### src/rtl/trz_pkg.sv
// ----------------------------------------------------------------------------
// trz_pkg: shared types and constants for the tile rasterizer
// Tile size, field widths and the control bundle of the multiply unit.
// ----------------------------------------------------------------------------
package trz_pkg;

	localparam int TILE_W = 8;
	localparam int TILE_H = 8;
	localparam int NPIX   = TILE_W * TILE_H;
	localparam int ADDR_W = $clog2(NPIX);
	localparam int PX_W   = 3;

	localparam int CRD_W  = 12;   // vertex coordinate
	localparam int DEP_W  = 16;   // Q1.14 depth
	localparam int PNT_W  = 24;   // packed color
	localparam int DIF_W  = 13;   // coordinate difference
	localparam int OPA_W  = 28;   // multiplier wide operand
	localparam int OPB_W  = 16;   // multiplier narrow operand
	localparam int ACC_W  = OPA_W + OPB_W;
	localparam int CRS_W  = 27;   // cross product terms
	localparam int QUO_W  = 16;   // quotient magnitude bits

	localparam int IN_DATA_W  = 144;
	localparam int OUT_DATA_W = 48;

	localparam logic signed [DEP_W-1:0] DEPTH_MIN = {1'b1, {(DEP_W-1){1'b0}}};

	typedef struct packed {
		logic en;
		logic clr;
		logic sub;
	} mac_op_t;

endpackage

### src/rtl/trz_mac.sv
// ----------------------------------------------------------------------------
// trz_mac: shared signed multiply-accumulate unit
// One 28x16 signed product per cycle, added to or subtracted from the sum.
// ----------------------------------------------------------------------------
module trz_mac (
	input  logic                                clk,
	input  logic                                arst_n,
	input  trz_pkg::mac_op_t                    op,
	input  logic signed [trz_pkg::OPA_W-1:0]    a,
	input  logic signed [trz_pkg::OPB_W-1:0]    b,
	output logic signed [trz_pkg::ACC_W-1:0]    acc
);
	import trz_pkg::*;

	logic signed [ACC_W-1:0] prod;
	logic signed [ACC_W-1:0] base;
	logic signed [ACC_W-1:0] acc_q;

	assign prod = a * b;
	assign base = op.clr ? '0 : acc_q;

	always_ff @(posedge clk or negedge arst_n) begin
		if (!arst_n) begin
			acc_q <= '0;
		end else if (op.en) begin
			acc_q <= op.sub ? (base - prod) : (base + prod);
		end
	end

	assign acc = acc_q;

endmodule

### src/rtl/trz_div.sv
// ----------------------------------------------------------------------------
// trz_div: iterative unsigned divider
// Restoring division, one quotient bit per cycle while busy.
// ----------------------------------------------------------------------------
module trz_div (
	input  logic                            clk,
	input  logic                            arst_n,
	input  logic                            start,
	input  logic [trz_pkg::ACC_W-1:0]       dividend,
	input  logic [trz_pkg::CRS_W-1:0]       divisor,
	output logic                            done,
	output logic [trz_pkg::QUO_W-1:0]       quotient
);
	import trz_pkg::*;

	localparam int DSH_W = CRS_W + QUO_W - 1;
	localparam int CNT_W = $clog2(QUO_W);

	logic [ACC_W-1:0] rem_q;
	logic [DSH_W-1:0] dsh_q;
	logic [QUO_W-1:0] quo_q;
	logic [CNT_W-1:0] cnt_q;
	logic             busy_q;
	logic             done_q;
	logic [ACC_W-1:0] dsh_ext;
	logic             ge;

	assign dsh_ext = ACC_W'(dsh_q);
	assign ge      = rem_q >= dsh_ext;

	always_ff @(posedge clk or negedge arst_n) begin
		if (!arst_n) begin
			busy_q <= 1'b0;
			done_q <= 1'b0;
			cnt_q  <= '0;
		end else begin
			done_q <= 1'b0;
			if (start) begin
				busy_q <= 1'b1;
				cnt_q  <= CNT_W'(QUO_W - 1);
			end else if (busy_q) begin
				cnt_q <= cnt_q - 1'b1;
				if (cnt_q == '0) begin
					busy_q <= 1'b0;
					done_q <= 1'b1;
				end
			end
		end
	end

	always_ff @(posedge clk) begin
		if (start) begin
			rem_q <= dividend;
			dsh_q <= {divisor, {(QUO_W-1){1'b0}}};
			quo_q <= '0;
		end else if (busy_q) begin
			if (ge) begin
				rem_q <= rem_q - dsh_ext;
			end
			quo_q <= {quo_q[QUO_W-2:0], ge};
			dsh_q <= dsh_q >> 1;
		end
	end

	assign done     = done_q;
	assign quotient = quo_q;

endmodule

### src/rtl/trz_depth_mem.sv
// ----------------------------------------------------------------------------
// trz_depth_mem: tile depth store
// One write and one registered read port; per-entry valid bits give the
// cleared value without a sweep.
// ----------------------------------------------------------------------------
module trz_depth_mem (
	input  logic                                clk,
	input  logic                                arst_n,
	input  logic                                clr,
	input  logic                                we,
	input  logic [trz_pkg::ADDR_W-1:0]          waddr,
	input  logic signed [trz_pkg::DEP_W-1:0]    wdata,
	input  logic [trz_pkg::ADDR_W-1:0]          raddr,
	output logic signed [trz_pkg::DEP_W-1:0]    rdata
);
	import trz_pkg::*;

	logic signed [DEP_W-1:0] mem [NPIX];
	logic [NPIX-1:0]         vld_q;
	logic signed [DEP_W-1:0] rd_q;
	logic                    rd_vld_q;

	always_ff @(posedge clk) begin
		if (we) begin
			mem[waddr] <= wdata;
		end
		rd_q <= mem[raddr];
	end

	always_ff @(posedge clk or negedge arst_n) begin
		if (!arst_n) begin
			vld_q    <= '0;
			rd_vld_q <= 1'b0;
		end else begin
			if (clr) begin
				vld_q <= '0;
			end else if (we) begin
				vld_q[waddr] <= 1'b1;
			end
			rd_vld_q <= vld_q[raddr];
		end
	end

	assign rdata = rd_vld_q ? rd_q : DEPTH_MIN;

endmodule

### src/rtl/triangle_raster_zbuffer.sv
// ----------------------------------------------------------------------------
// triangle_raster_zbuffer: 8x8 tile rasterizer with depth test
// Walks the clamped bounding box, tests barycentric weights and updates a
// depth store on nearer pixels; one result request per visited pixel.
// ----------------------------------------------------------------------------
// Sequence: setup in UZ0, UZ1, UZF; per pixel UX0, UX1, UY0, UY1 and CHK, then for
//   pixels inside N0, N1, N2, DST and DIV; every pixel ends in OUT, held on stall.
// Throughput: one triangle at a time, up to 64 pixels; s_tready only in idle.
//   The per-pixel time is set by the single shared multiplier (up to 7 products)
//   and the bit-serial divider. A clear request is accepted only in idle.
// Reset: arst_n clears control and the depth store valid bits at once, so
//   every depth entry reads as most negative; no clearing pass is needed.
module triangle_raster_zbuffer (
	input  logic                                clk,
	input  logic                                arst_n,
	input  logic                                s_tvalid,
	output logic                                s_tready,
	// ax[11:0] ay[23:12] az[39:24] bx[51:40] by[63:52] bz[79:64]
	// cx[91:80] cy[103:92] cz[119:104] paint[143:120]
	input  logic [trz_pkg::IN_DATA_W-1:0]       s_tdata,
	// action[0]
	input  logic                                s_tuser,
	output logic                                m_tvalid,
	input  logic                                m_tready,
	// px[2:0] py[5:3] depth_out[21:6] paint_out[45:22], zero pad [47:46]
	output logic [trz_pkg::OUT_DATA_W-1:0]      m_tdata,
	// drawn[0]
	output logic                                m_tuser,
	output logic                                m_tlast
);
	import trz_pkg::*;

	typedef enum logic [14:0] {
		S_IDLE = 15'b000000000000001,
		S_UZ0  = 15'b000000000000010,
		S_UZ1  = 15'b000000000000100,
		S_UZF  = 15'b000000000001000,
		S_UX0  = 15'b000000000010000,
		S_UX1  = 15'b000000000100000,
		S_UY0  = 15'b000000001000000,
		S_UY1  = 15'b000000010000000,
		S_CHK  = 15'b000000100000000,
		S_N0   = 15'b000001000000000,
		S_N1   = 15'b000010000000000,
		S_N2   = 15'b000100000000000,
		S_DST  = 15'b001000000000000,
		S_DIV  = 15'b010000000000000,
		S_OUT  = 15'b100000000000000
	} state_t;

	// clamp a signed coordinate into [0, hi]
	function automatic logic [PX_W-1:0] clamp_crd(input logic signed [CRD_W-1:0] v,
			input logic [PX_W-1:0] hi);
		logic signed [CRD_W-1:0] hs;
		hs = $signed(CRD_W'(hi));
		if (v < 0) begin
			return '0;
		end else if (v > hs) begin
			return hi;
		end else begin
			return v[PX_W-1:0];
		end
	endfunction

	localparam logic [PX_W-1:0] XMAX = PX_W'(TILE_W - 1);
	localparam logic [PX_W-1:0] YMAX = PX_W'(TILE_H - 1);

	state_t state_q;

	// input fields
	logic signed [CRD_W-1:0] in_ax, in_ay, in_bx, in_by, in_cx, in_cy;
	logic signed [CRD_W-1:0] mnx, mxx, mny, mxy;

	assign in_ax = s_tdata[11:0];
	assign in_ay = s_tdata[23:12];
	assign in_bx = s_tdata[51:40];
	assign in_by = s_tdata[63:52];
	assign in_cx = s_tdata[91:80];
	assign in_cy = s_tdata[103:92];

	always_comb begin
		mnx = (in_ax < in_bx) ? in_ax : in_bx;
		mnx = (mnx < in_cx) ? mnx : in_cx;
		mxx = (in_ax > in_bx) ? in_ax : in_bx;
		mxx = (mxx > in_cx) ? mxx : in_cx;
		mny = (in_ay < in_by) ? in_ay : in_by;
		mny = (mny < in_cy) ? mny : in_cy;
		mxy = (in_ay > in_by) ? in_ay : in_by;
		mxy = (mxy > in_cy) ? mxy : in_cy;
	end

	// triangle registers
	logic signed [CRD_W-1:0] ax_q, ay_q;
	logic signed [DEP_W-1:0] az_q, bz_q, cz_q;
	logic [PNT_W-1:0]        paint_q;
	logic signed [DIF_W-1:0] x0_q, x1_q, y0_q, y1_q;
	logic [PX_W-1:0]         xlo_q, xhi_q, yhi_q, px_q, py_q;

	// cross product and depth registers
	logic [CRS_W-1:0]        uz_q;
	logic                    uz_neg_q;
	logic                    deg_q;
	logic signed [CRS_W-1:0] ux_q, uy_q, w0_q;
	logic                    inside_q;
	logic                    num_neg_q;

	// shared units
	mac_op_t                 mac_op;
	logic signed [OPA_W-1:0] mac_a;
	logic signed [OPB_W-1:0] mac_b;
	logic signed [ACC_W-1:0] acc;
	logic                    div_start;
	logic [ACC_W-1:0]        acc_mag;
	logic                    div_done;
	logic [QUO_W-1:0]        quo;

	// pixel offsets x2 = ax - px, y2 = ay - py
	logic signed [DIF_W-1:0] x2, y2;
	assign x2 = DIF_W'(ax_q) - $signed({{(DIF_W-PX_W){1'b0}}, px_q});
	assign y2 = DIF_W'(ay_q) - $signed({{(DIF_W-PX_W){1'b0}}, py_q});

	// sign-corrected term straight off the accumulator
	logic signed [CRS_W-1:0] acc_crs;
	logic signed [CRS_W-1:0] acc_fix;
	logic signed [CRS_W+1:0] w0_c;
	logic                    inside_c;

	assign acc_crs  = acc[CRS_W-1:0];
	assign acc_fix  = uz_neg_q ? -acc_crs : acc_crs;
	assign w0_c     = (CRS_W+2)'($signed({1'b0, uz_q})) - (CRS_W+2)'(ux_q)
			- (CRS_W+2)'(acc_fix);
	assign inside_c = !deg_q && (w0_c >= 0) && (ux_q >= 0) && (acc_fix >= 0);
	assign acc_mag  = acc[ACC_W-1] ? ACC_W'(-acc) : ACC_W'(acc);

	// multiplier operand selection
	always_comb begin
		mac_op = '0;
		mac_a  = '0;
		mac_b  = '0;
		unique case (state_q)
			S_UZ0: begin
				mac_op = '{en: 1'b1, clr: 1'b1, sub: 1'b0};
				mac_a  = OPA_W'(x0_q);
				mac_b  = OPB_W'(y1_q);
			end
			S_UZ1: begin
				mac_op = '{en: 1'b1, clr: 1'b0, sub: 1'b1};
				mac_a  = OPA_W'(x1_q);
				mac_b  = OPB_W'(y0_q);
			end
			S_UX0: begin
				mac_op = '{en: 1'b1, clr: 1'b1, sub: 1'b0};
				mac_a  = OPA_W'(x1_q);
				mac_b  = OPB_W'(y2);
			end
			S_UX1: begin
				mac_op = '{en: 1'b1, clr: 1'b0, sub: 1'b1};
				mac_a  = OPA_W'(x2);
				mac_b  = OPB_W'(y1_q);
			end
			S_UY0: begin
				mac_op = '{en: 1'b1, clr: 1'b1, sub: 1'b0};
				mac_a  = OPA_W'(x2);
				mac_b  = OPB_W'(y0_q);
			end
			S_UY1: begin
				mac_op = '{en: 1'b1, clr: 1'b0, sub: 1'b1};
				mac_a  = OPA_W'(x0_q);
				mac_b  = OPB_W'(y2);
			end
			S_N0: begin
				mac_op = '{en: 1'b1, clr: 1'b1, sub: 1'b0};
				mac_a  = OPA_W'(w0_q);
				mac_b  = az_q;
			end
			S_N1: begin
				mac_op = '{en: 1'b1, clr: 1'b0, sub: 1'b0};
				mac_a  = OPA_W'(ux_q);
				mac_b  = bz_q;
			end
			S_N2: begin
				mac_op = '{en: 1'b1, clr: 1'b0, sub: 1'b0};
				mac_a  = OPA_W'(uy_q);
				mac_b  = cz_q;
			end
			S_IDLE, S_UZF, S_CHK, S_DST, S_DIV, S_OUT: begin
				mac_op = '0;
			end
			default: begin
				mac_op = '0;
			end
		endcase
	end

	assign div_start = (state_q == S_DST);

	trz_mac u_mac (
		.clk    (clk),
		.arst_n (arst_n),
		.op     (mac_op),
		.a      (mac_a),
		.b      (mac_b),
		.acc    (acc)
	);

	trz_div u_div (
		.clk      (clk),
		.arst_n   (arst_n),
		.start    (div_start),
		.dividend (acc_mag),
		.divisor  (uz_q),
		.done     (div_done),
		.quotient (quo)
	);

	// depth test
	logic [ADDR_W-1:0]       pix_addr;
	logic signed [DEP_W-1:0] stored;
	logic signed [DEP_W-1:0] depth;
	logic                    drawn;
	logic                    out_free;
	logic                    last_pix;
	logic                    mem_we;
	logic                    mem_clr;

	assign pix_addr = ADDR_W'(py_q) * ADDR_W'(TILE_W) + ADDR_W'(px_q);
	assign depth    = num_neg_q ? DEP_W'(-quo) : DEP_W'(quo);
	assign drawn    = inside_q && (stored < depth);
	assign out_free = !m_tvalid || m_tready;
	assign last_pix = (px_q == xhi_q) && (py_q == yhi_q);
	assign mem_we   = (state_q == S_OUT) && out_free && drawn;
	assign mem_clr  = (state_q == S_IDLE) && s_tvalid && s_tuser;

	trz_depth_mem u_mem (
		.clk    (clk),
		.arst_n (arst_n),
		.clr    (mem_clr),
		.we     (mem_we),
		.waddr  (pix_addr),
		.wdata  (depth),
		.raddr  (pix_addr),
		.rdata  (stored)
	);

	assign s_tready = (state_q == S_IDLE);

	// sequencer
	always_ff @(posedge clk or negedge arst_n) begin
		if (!arst_n) begin
			state_q <= S_IDLE;
		end else begin
			unique case (state_q)
				S_IDLE: if (s_tvalid && !s_tuser) state_q <= S_UZ0;
				S_UZ0:  state_q <= S_UZ1;
				S_UZ1:  state_q <= S_UZF;
				S_UZF:  state_q <= S_UX0;
				S_UX0:  state_q <= S_UX1;
				S_UX1:  state_q <= S_UY0;
				S_UY0:  state_q <= S_UY1;
				S_UY1:  state_q <= S_CHK;
				S_CHK:  state_q <= inside_c ? S_N0 : S_OUT;
				S_N0:   state_q <= S_N1;
				S_N1:   state_q <= S_N2;
				S_N2:   state_q <= S_DST;
				S_DST:  state_q <= S_DIV;
				S_DIV:  if (div_done) state_q <= S_OUT;
				S_OUT: begin
					if (out_free) begin
						state_q <= last_pix ? S_IDLE : S_UX0;
					end
				end
				default: state_q <= S_IDLE;
			endcase
		end
	end

	// datapath registers
	always_ff @(posedge clk) begin
		if ((state_q == S_IDLE) && s_tvalid && !s_tuser) begin
			ax_q    <= in_ax;
			ay_q    <= in_ay;
			az_q    <= s_tdata[39:24];
			bz_q    <= s_tdata[79:64];
			cz_q    <= s_tdata[119:104];
			paint_q <= s_tdata[143:120];
			x0_q    <= DIF_W'(in_bx) - DIF_W'(in_ax);
			x1_q    <= DIF_W'(in_cx) - DIF_W'(in_ax);
			y0_q    <= DIF_W'(in_by) - DIF_W'(in_ay);
			y1_q    <= DIF_W'(in_cy) - DIF_W'(in_ay);
			xlo_q   <= clamp_crd(mnx, XMAX);
			xhi_q   <= clamp_crd(mxx, XMAX);
			yhi_q   <= clamp_crd(mxy, YMAX);
			px_q    <= clamp_crd(mnx, XMAX);
			py_q    <= clamp_crd(mny, YMAX);
		end
		if (state_q == S_UZF) begin
			deg_q    <= (acc_crs == '0);
			uz_neg_q <= acc_crs[CRS_W-1];
			uz_q     <= acc_crs[CRS_W-1] ? CRS_W'(-acc_crs) : CRS_W'(acc_crs);
		end
		if (state_q == S_UY0) begin
			ux_q <= acc_fix;
		end
		if (state_q == S_CHK) begin
			uy_q     <= acc_fix;
			w0_q     <= w0_c[CRS_W-1:0];
			inside_q <= inside_c;
		end
		if (state_q == S_DST) begin
			num_neg_q <= acc[ACC_W-1];
		end
		if ((state_q == S_OUT) && out_free && !last_pix) begin
			if (px_q == xhi_q) begin
				px_q <= xlo_q;
				py_q <= py_q + 1'b1;
			end else begin
				px_q <= px_q + 1'b1;
			end
		end
	end

	// output register
	always_ff @(posedge clk or negedge arst_n) begin
		if (!arst_n) begin
			m_tvalid <= 1'b0;
		end else if ((state_q == S_OUT) && out_free) begin
			m_tvalid <= 1'b1;
		end else if (m_tready) begin
			m_tvalid <= 1'b0;
		end
	end

	always_ff @(posedge clk) begin
		if ((state_q == S_OUT) && out_free) begin
			m_tdata <= {2'b00,
				drawn ? paint_q : {PNT_W{1'b0}},
				drawn ? depth : {DEP_W{1'b0}},
				py_q, px_q};
			m_tuser <= drawn;
			m_tlast <= last_pix;
		end
	end

`ifndef SYNTHESIS
	a_drawn_not_min: assert property (@(posedge clk) disable iff (!arst_n)
		m_tvalid && m_tuser |-> m_tdata[21:6] != DEPTH_MIN)
		else $error("drawn pixel carries most negative depth");

	a_undrawn_zero: assert property (@(posedge clk) disable iff (!arst_n)
		m_tvalid && !m_tuser |-> m_tdata[45:6] == '0)
		else $error("undrawn pixel carries depth or color");

	a_out_from_out: assert property (@(posedge clk) disable iff (!arst_n)
		$rose(m_tvalid) |-> $past(state_q == S_OUT))
		else $error("result loaded outside output state");

	a_div_to_out: assert property (@(posedge clk) disable iff (!arst_n)
		(state_q == S_DIV) && div_done |=> (state_q == S_OUT))
		else $error("divider finish not followed by output state");
`endif

endmodule
### config.mk
export PLATFORM = sky130hd
export DESIGN_NAME = triangle_raster_zbuffer
export DESIGN_NICKNAME = d
export VERILOG_FILES = /design/src/rtl/trz_pkg.sv /design/src/rtl/trz_mac.sv /design/src/rtl/trz_div.sv /design/src/rtl/trz_depth_mem.sv /design/src/rtl/triangle_raster_zbuffer.sv
export SDC_FILE = /design/constraint.sdc
export NUM_CORES = 2
export LEC_CHECK = 0
export BUFFER_PORTS_ARGS = -buffer_cell sky130_fd_sc_hd__buf_2
export CAP_MARGIN = 30
export CORE_UTILIZATION = 32
export DETAILED_ROUTE_END_ITERATION = 10
export PLACE_DENSITY = 0.55
export SYNTH_ARGS = -nofsm -noshare
export SYNTH_HDL_FRONTEND = slang
export SYNTH_SLANG_ARGS = --single-unit
### constraint.sdc
create_clock -name clk -period 12.8 [get_ports clk]
set_clock_uncertainty 0.1 [all_clocks]
set_input_delay 0 -clock clk [delete_from_list [all_inputs] [get_ports clk]]
set_output_delay 0 -clock clk [all_outputs]
set_load 0.02 [all_outputs]
==> results_dict.tcl <==
set metrics [dict create \
    yosysTopAreaCellShare_pct 47.77 \
    ys_async_sr_fraction_pct 8.208 \
    final_common_cell "edfxtp_1" \
    relSlewSlack_pct 14.12 \
    startpoint_type "flip-flop" \
    fin_nets 9016 \
    cp.required_ps 13340 \
    endpoint_kind "flip-flop" \
    h-tree-depth 4 \
    fmax_mhz 82.50 \
    cp.arrival_ps 12660 \
    grt_start_max_net_pins 99 \
    final_core_util_pct 37.78 \
    die_area_mm2 0.2801 \
    wl_um 289400 \
    ys.flop_type "edfxtp_1" \
    grt_pass1_wl_um 424700 \
    synth_area_mm2 0.08895 \
    ios 201 \
    critPathSlowestCell "or4_1" \
    grt_usage_pct 20.33 \
    avgSynthCellArea_um2 11.83 \
    setup_tns_ps 0 \
    crit_path_max_fanout 26 \
    tightest_slew_ps 1276 \
    final_cell_mix "edfxtp_1 (1,415), inv_1 (758), nand2_1 (674)" \
    n_fill_cell 26580 \
    worstSkewPairLatency_ps 880 \
    coreArea_mm2 0.2765 \
    gp_congestion 0.9308 \
    critPathMostFrequentCell "fa_1" \
    syn_to_final_growth_pct 17.42 \
    yosys-top-cells-area "edfxtp_1 (48%), fa_1 (10%), ha_1 (4.8%)" \
    finalCritPeriodShare_pct 94.69 \
    rows 193 \
    die_h_um 529.2 \
    yosysSeqAreaShare_pct 52.58 \
    hold_path_class "in -> reg" \
    clkSlewWorstSetupHoldPaths_ps 60 \
    p_leak_nw 39.53 \
    endpoint "u_mac.acc[40]$_DFFE_PN0N_" \
    critPathLaunch "state_q[1]$_DFFE_PN0P_" \
    cts_buffers 181 \
    vias_per_cell 5.267 \
    avgRoutedWirePerCell_um 24.24 \
    ys_seq_elements 1596 \
    vias 62890 \
    drive_gt1_share_pct 10.53 \
    yosys_warnings 0 \
    crit_path_max_incr_delay_ps 590 \
    drc 0 \
    start_util_pct 32.17 \
    antenna_found_initial 21 \
    syn_inst 7519 \
    port_buffers 198 \
    drt_first_pass_iters 6 \
    dp_cells 11280 \
    drv_slew 0 \
    ys_types 112 \
    placed_area_mm2 0.09516 \
    cts_max_path_buffers 4 \
    grt_pass1_vias 63640 \
    critPathKind "reg -> reg" \
    rrSetupSlack_ps 680 \
    fin_cells 11940 \
    timing.rr.start "state_q[1]$_DFFE_PN0P_" \
    cts_tree "built" \
    root_buffer "clkbuf_16" \
    cap_violations 0 \
    die_x_um 529.2 \
    dp_hpwl_um 199900 \
    grt.overflow.total 0 \
    final_period_minus_worst_setup_slack_ps 12120 \
    drtIter0Drc 5609 \
    ir_worst_vdd_v 0.0001595 \
    setup_viol_count_final 0 \
    final_antenna_net_count 0 \
    regToRegEndpoint "u_mac.acc[40]$_DFFE_PN0N_" \
    powerDensity_mw_per_mm2 163.2 \
    r2r_cells 45 \
    synth.largest_area_cell "edfxtp_1" \
    synth_edf_count 1415 \
    status "finished, final reports clean" \
    finalHoldViolCount 0 \
    clock_sinks 1596 \
    fin_area_mm2 0.1045 \
]
==> metrics by stage <==
step	total power, mW	hold slack [ps]	setup WS, ps
3_5_place_dp	11.61	-61.60	438.5
3_3_place_gp	11.56	-71.76	469.1
5_1_grt	17.82	199.0	-89.87
6_report	17.04	207.5	679.5
2_1_floorplan	9.898	-395.6	1930
4_1_cts	17.09	145.5	314.5
==> area by class of cell <==
type,instances,area [um2],area share [%]
Timing Repair Buffer,731,6008,5.752
Antenna cell,20,50.05,0.04792
Tap cell,3705,4636,4.438
Inverter,777,2922,2.797
Multi-Input combinational cell,4780,37990,36.37
Sequential cell,1596,46770,44.78
Clock inverter,113,1232,1.180
Clock buffer,218,4842,4.636
==> worst max-delay path, delay by kind of cell, from the launching register on <==
kind	cells	cell delay, ps
buffers and inverters	7	710
AOI/OAI and AO/OA	13	2200
and+or+nand+nor	15	4260
adders and majority gates	8	3840
xor gates and xnor gates	2	300
DFF	1	450
==> metal layers <==
layer / part of all wire, % / global-route usage, %
met1: 41 / 25.66
met2: 50 / 35.41
met3: 5.4 / 2.322
met4: 4.2 / 7.942
met5: 0 / 0
==> cell families after synthesis <==
group	share of synthesized area, %
compound gates	13.04
xor+xnor	3.303
fa+ha+maj	15.11
buf+inv	4.902
flops	52.58
mux	0.8158
other cells	0.004216
simple gates	10.25
==> sequential cells by signal, summed over array words and instances (netlist names), 16 cells and up <==
| signal | count |
|---|---|
| u_mem.mem | 1024 |
| u_mem.vld_q | 64 |
| m_tdata | 46 |
| u_div.rem_q | 44 |
| u_mac.acc | 44 |
| u_div.dsh_q | 42 |
| ux_q | 27 |
| uy_q | 27 |
| uz_q | 27 |
| w0_q | 27 |
| paint_q | 24 |
| az_q | 16 |
| bz_q | 16 |
| cz_q | 16 |
| u_div.quotient | 16 |
| u_mem.rd_q | 16 |
==> report_power, final <==
part	internal (mW)	leakage, nW	switching (mW)
registers	5.90	14.9	0.213
clock network	3.15	2.98	2.20
logic	2.14	21.6	3.44
total	11.2	39.5	5.85
==> synthesized netlist by cell type (all sizes together) (16+ instances only) <==
master	instances
o21ai	336
mux2i	41
nand2b	64
nor3	72
a31oi	37
a41oi	101
xor2	118
nand2	676
edfxtp	1415
or2	33
nor4	61
and3	28
ha	343
a22oi	552
nor2b	63
xnor2	211
nand4	64
inv	776
nor2	473
o21bai	19
a21o	108
a21oi	229
o21a	37
fa	457
and2	130
or3	44
a211oi	28
clkbuf	313
a222oi	27
a22o	22
o211ai	27
a21boi	20
o31ai	31
buf	54
nand3	108
dfrtp	130
and4	16
mux2	28
dfxtp	50
==> repair_timing <==
action                                 4_1_cts  5_1_grt
buffers inserted                             0        8
endpoints found under the hold margin      365        0
setup endpoints to repair                    0        6
hold buffers                               297        0
resized for setup                            0        5
==> worst min-delay path by stage <==
stage	startpoint	end	cells after the start
6_report	s_tdata[13]	y1_q[1]$_DFFE_PP_	4
5_1_grt	s_tdata[13]	y1_q[1]$_DFFE_PP_	4
4_1_cts	s_tdata[13]	y1_q[1]$_DFFE_PP_	4
3_5_place_dp	arst_n	u_mac.acc[17]$_DFFE_PN0N_	1
3_3_place_gp	arst_n	u_mac.acc[17]$_DFFE_PN0N_	1
2_1_floorplan	arst_n	m_tvalid$_DFFE_PN0P_	0
Note: power is estimated with default switching activity, not from simulation.
